**src/rtl/core/bdist_pkg.sv**
```systemverilog
// Shared types, constants and helper functions for the Bhattacharyya distance pipeline.
// No dependencies; bdist_prep, bdist_iter_stage, bdist_final and the top level import it.
`default_nettype none
package bdist_pkg;

	localparam int FRAC_BITS_DEF = 16;
	localparam int LG_STEPS      = 30;   // fraction bits of each base-2 log
	localparam int QBITS         = 41;   // quotient bits of the mean term
	localparam int ITER_STAGES   = 41;   // max(LG_STEPS, QBITS)
	localparam int LW            = 40;   // log sum, signed Q30
	localparam int PW            = 68;   // log sum times ln2

	localparam logic [26:0]          LN2_Q26   = 27'd46516320;
	localparam logic signed [LW-1:0] ONE_Q30   = 40'sd1073741824;
	localparam logic signed [LW-1:0] TWO_Q30   = 40'sd2147483648;
	localparam logic [QBITS-1:0]     MEAN_CLAMP = 41'h100_0000_0000;

	typedef struct packed {
		logic        ia;
		logic        ib;
		logic [31:0] mx;
		logic [31:0] msa;
		logic [31:0] msb;
		logic [36:0] rx;
		logic [34:0] rsa;
		logic [34:0] rsb;
		logic [65:0] rem;
		logic [40:0] nb;
		logic [40:0] q;
		logic [64:0] s;
		logic        mean_ok;
		logic        clamp;
	} iter_t;

	function automatic logic [6:0] lz66(input logic [65:0] x);
		logic [6:0] lz;
		lz = 7'd0;
		for (int i = 0; i < 66; i++) begin
			if (x[i]) lz = 7'(65 - i);
		end
		return lz;
	endfunction

	function automatic logic [5:0] lz32(input logic [31:0] x);
		logic [5:0] lz;
		lz = 6'd0;
		for (int i = 0; i < 32; i++) begin
			if (x[i]) lz = 6'(31 - i);
		end
		return lz;
	endfunction

	// one squaring step of the log: {bit, next mantissa}
	function automatic logic [32:0] sq_step(input logic [31:0] m);
		logic [63:0] t;
		t = m * m;
		if (t[63]) return {1'b1, t[63:32]};
		return {1'b0, t[62:31]};
	endfunction

endpackage
`default_nettype wire

```
**src/rtl/core/bdist_final.sv**
```systemverilog
// Back stages: log sum, scaling by ln2, rounding, mean term clamp, sum and saturation.
// Depends on bdist_pkg. The last stage is the output register.
`default_nettype none
module bdist_final #(
	parameter int FRAC_BITS = bdist_pkg::FRAC_BITS_DEF
) (
	input  wire logic             clk,
	input  wire logic             arst_n,
	input  wire logic             adv,
	input  wire logic             in_valid,
	input  wire bdist_pkg::iter_t in_data,
	output      logic             out_valid,
	output      logic [31:0]      distance,
	output      logic             saturated
);
	import bdist_pkg::*;

	localparam int RSH = 58 - FRAC_BITS;

	// stage 1: log sum in Q30
	logic signed [LW-1:0] rx, rsa2, rsb2, l_c;
	logic [QBITS-1:0]     meant_c;
	logic                 v_s1;
	logic signed [LW-1:0] l_s1;
	logic [QBITS-1:0]     meant_s1;

	assign rx   = $signed({3'd0, in_data.rx});
	assign rsa2 = $signed({4'd0, in_data.rsa, 1'b0});
	assign rsb2 = $signed({4'd0, in_data.rsb, 1'b0});

	always_comb begin
		if (in_data.ia && in_data.ib) l_c = (rx <<< 1) - rsa2 - rsb2 - TWO_Q30;
		else if (in_data.ia)          l_c = rx - rsa2 - TWO_Q30;
		else if (in_data.ib)          l_c = rx - rsb2 - TWO_Q30;
		else                          l_c = -ONE_Q30;
		if (!in_data.mean_ok)                            meant_c = '0;
		else if (in_data.clamp || in_data.q > MEAN_CLAMP) meant_c = MEAN_CLAMP;
		else                                             meant_c = in_data.q;
	end

	always_ff @(posedge clk or negedge arst_n) begin
		if (!arst_n) begin
			v_s1 <= 1'b0;
		end else if (adv) begin
			v_s1 <= in_valid;
		end
	end

	always_ff @(posedge clk) begin
		if (adv) begin
			l_s1     <= l_c;
			meant_s1 <= meant_c;
		end
	end

	// stage 2: times ln2
	logic                 v_s2;
	logic signed [PW-1:0] prod_s2;
	logic [QBITS-1:0]     meant_s2;

	always_ff @(posedge clk or negedge arst_n) begin
		if (!arst_n) begin
			v_s2 <= 1'b0;
		end else if (adv) begin
			v_s2 <= v_s1;
		end
	end

	always_ff @(posedge clk) begin
		if (adv) begin
			prod_s2  <= PW'(l_s1 * $signed({1'b0, LN2_Q26}));
			meant_s2 <= meant_s1;
		end
	end

	// stage 3: round to nearest, add, saturate
	logic signed [PW-1:0] logt;
	logic signed [PW:0]   total;
	logic                 v_s3;
	logic [31:0]          dist_s3;
	logic                 sat_s3;

	// signed throughout so the shift floors negative sums
	assign logt  = (prod_s2 + $signed(PW'(1) << (RSH - 1))) >>> RSH;
	assign total = {logt[PW-1], logt} + $signed({{(PW + 1 - QBITS){1'b0}}, meant_s2});

	always_ff @(posedge clk or negedge arst_n) begin
		if (!arst_n) begin
			v_s3 <= 1'b0;
		end else if (adv) begin
			v_s3 <= v_s2;
		end
	end

	always_ff @(posedge clk) begin
		if (adv) begin
			if (total > $signed((PW + 1)'(32'h7fff_ffff))) begin
				dist_s3 <= 32'h7fff_ffff;
				sat_s3  <= 1'b1;
			end else if (total < -$signed((PW + 1)'(33'h0_8000_0000))) begin
				dist_s3 <= 32'h8000_0000;
				sat_s3  <= 1'b1;
			end else begin
				dist_s3 <= total[31:0];
				sat_s3  <= 1'b0;
			end
		end
	end

	assign out_valid = v_s3;
	assign distance  = dist_s3;
	assign saturated = sat_s3;

endmodule
`default_nettype wire

```
**config.mk**
```make
export PLATFORM = sky130hd
export DESIGN_NAME = bdist_final
export DESIGN_NICKNAME = d
export VERILOG_FILES = /design/src/rtl/core/bdist_pkg.sv /design/src/rtl/core/bdist_final.sv
export SDC_FILE = /design/constraint.sdc
export NUM_CORES = 2
export LEC_CHECK = 0
export BUFFER_PORTS_ARGS = -buffer_cell sky130_fd_sc_hd__buf_2
export CORE_AREA = 3 3 278 253
export DETAILED_ROUTE_END_ITERATION = 7
export DIE_AREA = 0 0 281 256
export GPL_ROUTABILITY_DRIVEN = 0
export PLACE_DENSITY = 0.65
export REMOVE_ABC_BUFFERS = 1
export SLEW_MARGIN = 20
export SYNTH_ARGS = -nofsm -noshare
export SYNTH_HDL_FRONTEND = slang
export SYNTH_SLANG_ARGS = --single-unit
```
**constraint.sdc**
```tcl
create_clock -name clk -period 17.9 [get_ports clk]
set_clock_uncertainty 0.15 [all_clocks]
set_input_delay 3.58 -clock clk [delete_from_list [all_inputs] [get_ports clk]]
set_output_delay 3.58 -clock clk [all_outputs]
set_load 0.02 [all_outputs]
```
# ---- After elaboration in Yosys (flattened, before gate mapping)
# Cells that the tools add are included.
# W data, S select, Z words.
dict set report word_totals {
  ff_bits 221
  input_bits 424
  out_inout_bits 34
  wordCells 33
}
dict set report classes {
  n_addsub 9
  mul 1
  order_cmp 3
  muxes 6
  n_bitwise 1
  reduce_logical 3
}
# operator count
set op_table {}
lappend op_table {{$mux W40} 3}
lappend op_table {{$sub A38 B33 Y39 const B} 2}
lappend op_table {{$sub A37 B36 Y38} 2}
lappend op_table {{$add A68 B43 Y68 const B} 1}
lappend op_table {{$mul A40 B22 Y62 const B} 1}
lappend op_table {{$add A26 B42 Y43} 1}
lappend op_table {{$gt A43 B32 Y1 const B} 1}
lappend op_table {{$lt A43 B32 Y1 const B} 1}
lappend op_table {{$gt A41 B41 Y1 const B} 1}
lappend op_table {{$mux W41} 1}
lappend op_table {{$sub A39 B37 Y40} 1}
lappend op_table {{$sub A40 B33 Y40 const B} 1}
lappend op_table {{$sub A38 B36 Y39} 1}
lappend op_table {{$mux W32} 1}
lappend op_table {{$reduce_or A2 Y1} 1}
lappend op_table {{$logic_and A1 B1 Y1} 1}
lappend op_table {{$logic_or A1 B1 Y1} 1}
lappend op_table {{$mux W1} 1}
lappend op_table {{$not A1 Y1} 1}

# ---- Logic depth before layout (Yosys ltp)
dict set report depth {
  depth_word 5
  ltp_mapped 29
  depth_no_buf 29
}

# ---- Worst setup path before layout
# No wires, ideal clock.
dict set report synth_path {
  path_type {input to register}
  start {in in_data[285] in the netlist's numbering}
  end {reg l_s1[37], data pin}
  setup_time_ps 270
  arrival_time_ps 8498
  slack_ps 8982
  path_stages 29
  n_path_buf 0
  path_cell_list {inv_1 > ha_1 > inv_1 > fa_1 > a21oi_1 > o211ai_1 > a31oi_1 > o21ai_0 > nand3_1 > nand2_1 > nand2_1 > nand2_1 > a21o_1 > a21oi_1 > xnor2_1 > ha_1 > ha_1 > and4_1 > and2_1 > and3_1 > a221oi_1 > o21ai_0 > a311o_1 > o211ai_1 > o21ai_0 > a21o_1 > a21oi_1 > xor2_1 > o22ai_1}
}
dict set report synth_via {
  elab_chain_cells 5
}
# item line
set synth_rtl {}
lappend synth_rtl {{start: declaration} bdist_final.sv:11} ;# input wire bdist_pkg::iter_t in_data,
lappend synth_rtl {{branches (longest 4 deep; another with $sub A39 B37 Y40)} n/a}
lappend synth_rtl {{$mux W40 *} bdist_final.sv:32} ;# if (in_data.ia && in_data.ib) l_c = (rx <<< 1) - rsa2 - rsb2 - TWO_Q30;
lappend synth_rtl {{named net l_c[37]} bdist_final.sv:21} ;# logic signed [LW-1:0] rx, rsa2, rsb2, l_c;
lappend synth_rtl {{end signal: assignment} bdist_final.sv:51} ;# l_s1 <= l_c;
lappend synth_rtl {{end: declaration} bdist_final.sv:24} ;# logic signed [LW-1:0] l_s1;
# Mark *: on every way through the listed nets, which the timed path passes.
# A chain may end at the register's enable or synchronous reset.

# ---- Worst setup path after layout
# Ends and elaborated chain as after synthesis.

==> metrics <==
crit path DAT 10,060 ps; CP delay by family, top compound AO/OA/AOI/OAI gates; max-cap viol count 0; Syn Inst Count around 3,200; Wirelength per Cell between 15 and 20 um; Critical R2R Capture prod_s2[66]$_DFFE_PP_; Worst setup EP type flop; list of most frequent post-synthesis cells inv_1 (670), ha_1 (485), fa_1 (328); Slew Limit Fails 0; die area just over 70,000 um^2; Detailed Route WL roughly 80 mm; Reg2Reg Launch Point l_s1[16]$_DFFE_PP_; post-route clock period utilization 55.86%; CTS tree done; Crit Path Max Fanout 5; TritonRoute pass-1 iters 5; initial antenna violation count 4; Worst Hold Path EP meant_s2[40]$_DFFE_PP_; largest net degree at the start of global routing approximately 120; core area 67,970 um^2; Sink Count 184; Hold Path Origin meant_s1[40]$_SDFFCE_PN0P_; cell taking the most area after synthesis fa_1; WHS 263.7 ps; Die X approximately 280 um; Clock Tree Buf Depth 2; Area contributors post-synth fa_1 (22%), ha_1 (20%), edfxtp_1 (18%), inv_1 (8.3%), xnor2_1 (3.6%); WHS Path Cells 0; Post-CTS Repair Setup Buffers 0; Area Overhead vs Synth 8.253%; Reg clk slew, reported paths approximately 80 ps; Crit path required time 17,960 ps; Netlist Area Pre-Place between 30,000 and 40,000 um^2; first-pass GRT wire length between 100 and 150 mm; DR vias/cell between 5 and 6; antenna viol nets, final 0; R2R depth 24; top-area cell type share of the netlist area 21.62%; RSZ-0062 raised after global routing false; Hold Vio Cnt, Final 0; drt drc 0; Max stage delay cell, worst path a311o_1; GRT Util Overall between 20 and 25%; CP Launch Type input port; vias in the first global route around 23,000; Reg2Reg Setup Slack slightly below 10,000 ps; # IOs roughly 460; WP buf/inv 3; post-synthesis sequential area ratio ~18%; CTS resizes 0; clk_lat worst skew slightly below 500 ps; critical path class in2reg; worst slew margin relative to its limit 30.51%; Synth Register Bits about 180; run status complete, no violations; ys async rst share 1.630%; Rows 91; Initial Utilization between 40 and 50%; total of fill cells in the finished design 6,347; yosys warns 0; Max H-tree Level 4; Detailed Route Iter0 Violations 1,775; I/O Buffers about 190; CP max stage delay between 400 and 500 ps; clk root buf clkbuf_16; Post-synth EDFFs between 150 and 200; CTS buffer count 17; die height 256 um; setup TNS 0 ps; Final Critical Period roughly 10000 ps; synth unique cells 88; CTS Hold Bufs 0; total vias in the final route 23,114; Worst-Margin Slew between 1000 and 1500 ps; Hold Path Class reg2reg; count leader, synth inv_1; GRT Residual Overflow 0; Avg Inst Size Synth approximately 9.4 um^2; hpwl dp 68.78 mm; Levels on crit path 30; Main synth FF type edfxtp_1; final net count about 4,600; f_max roughly 0.10 GHz; share of cells above drive strength 1 under 10%; Finish-stage setup viols 0
-- worst reg2reg max path, stage by stage, from the launching register on --
cell	delay, ps
edfxtp_1	590
ha_1	440
inv_1	80
fa_1	480
fa_1	520
inv_1	50
fa_1	480
fa_1	550
fa_1	560
inv_1	60
fa_1	570
inv_1	70
ha_1	310
nand3_1	140
nor4_1	610
nand4_1	160
a21oi_1	240
o31ai_1	180
a211oi_1	380
a21oi_1	190
nor2b_1	230
nand4_1	140
a21oi_1	240
a21oi_1	120
xnor2_1	420
-- metrics by stage --
| step | area, um^2 | std cells | utilization (%) | worst slack (ps) |
|---|---|---|---|---|
| 2_1_floorplan | 30140 | 3170 | - | 8984 |
| 3_3_place_gp | 32270 | 4250 | 47.47 | 7518 |
| 3_5_place_dp | 32270 | 4250 | 47.47 | 7484 |
| 4_1_cts | 32870 | 4282 | 48.36 | 7990 |
| 5_1_grt | 32870 | 4283 | 48.36 | 7395 |
| 6_report | 32870 | 4283 | 48.36 | 7900 |
-- kinds of logic after synthesis --
logic type / after synthesis / synth area share (%)
fa+ha+maj: 813 / 41.61
compound gates: 745 / 15.74
buf+inv: 715 / 9.044
simple gates: 541 / 9.180
xor+xnor: 207 / 5.970
flops: 184 / 18.15
mux: 9 / 0.3131
-- routing by layer --
metal / vias up / global-route usage (%) / wire length [um] / share of wire (%)
li1: 11327 / - / - / -
met1: 11020 / 32.43 / 37700 / 47
met2: 688 / 34.71 / 35040 / 44
met3: 75 / 4.013 / 5507 / 6.9
met4: 4 / 5.223 / 1463 / 1.8
met5: - / 0 / 25 / 0.031
-- sequential cells by signal, indices dropped and copies added, names as in the netlist --
register   flops
v_s2           1
meant_s2      41
out_valid      1
meant_s1      41
saturated      1
distance      32
l_s1          40
prod_s2       26
v_s1           1
-- worst max-delay path by stage --
stage | slack [ps] | start | end
after global routing | 7390 | in_data[251] | l_s1[37]$_DFFE_PP_
after global placement | 7520 | in_data[285] | l_s1[37]$_DFFE_PP_
after CTS | 7990 | in_data[285] | l_s1[37]$_DFFE_PP_
after detailed placement | 7480 | in_data[285] | l_s1[37]$_DFFE_PP_
after floorplan | 8980 | in_data[285] | l_s1[37]$_DFFE_PP_
final | 7900 | in_data[285] | l_s1[37]$_DFFE_PP_
-- layout make-up --
type / count / area (um^2) / area share [%]
sequential: 184 / 5510 / 16.76
clock buffer: 18 / 429.2 / 1.305
clock inverter: 14 / 176.4 / 0.5367
antenna: 1 / 2.502 / 0.007612
multi-input combinational: 2315 / 22120 / 67.29
inverter: 671 / 2519 / 7.662
timing repair buffer: 197 / 1012 / 3.079
tap: 883 / 1105 / 3.361
-- placed cells by master, fill, tap and decap left out, drive strengths merged, types with 18 or more instances in the layout --
| cell type | instances |
|---|---|
| inv | 678 |
| clkbuf | 18 |
| o21a | 30 |
| xor2 | 81 |
| fa | 328 |
| ha | 485 |
| nor2 | 117 |
| nand3 | 51 |
| and3 | 23 |
| buf | 197 |
| a21o | 111 |
| o21bai | 24 |
| a21oi | 209 |
| nor2b | 29 |
| nand2 | 108 |
| xnor2 | 126 |
| nand4 | 33 |
| o22ai | 26 |
| and2 | 50 |
| a31oi | 31 |
| nand2b | 40 |
| o21ai | 161 |
| nor3 | 34 |
| a211oi | 32 |
| edfxtp | 181 |
Power is not shown: default switching activity piles up to over one toggle a cycle in this logic, so the estimate is an artifact.
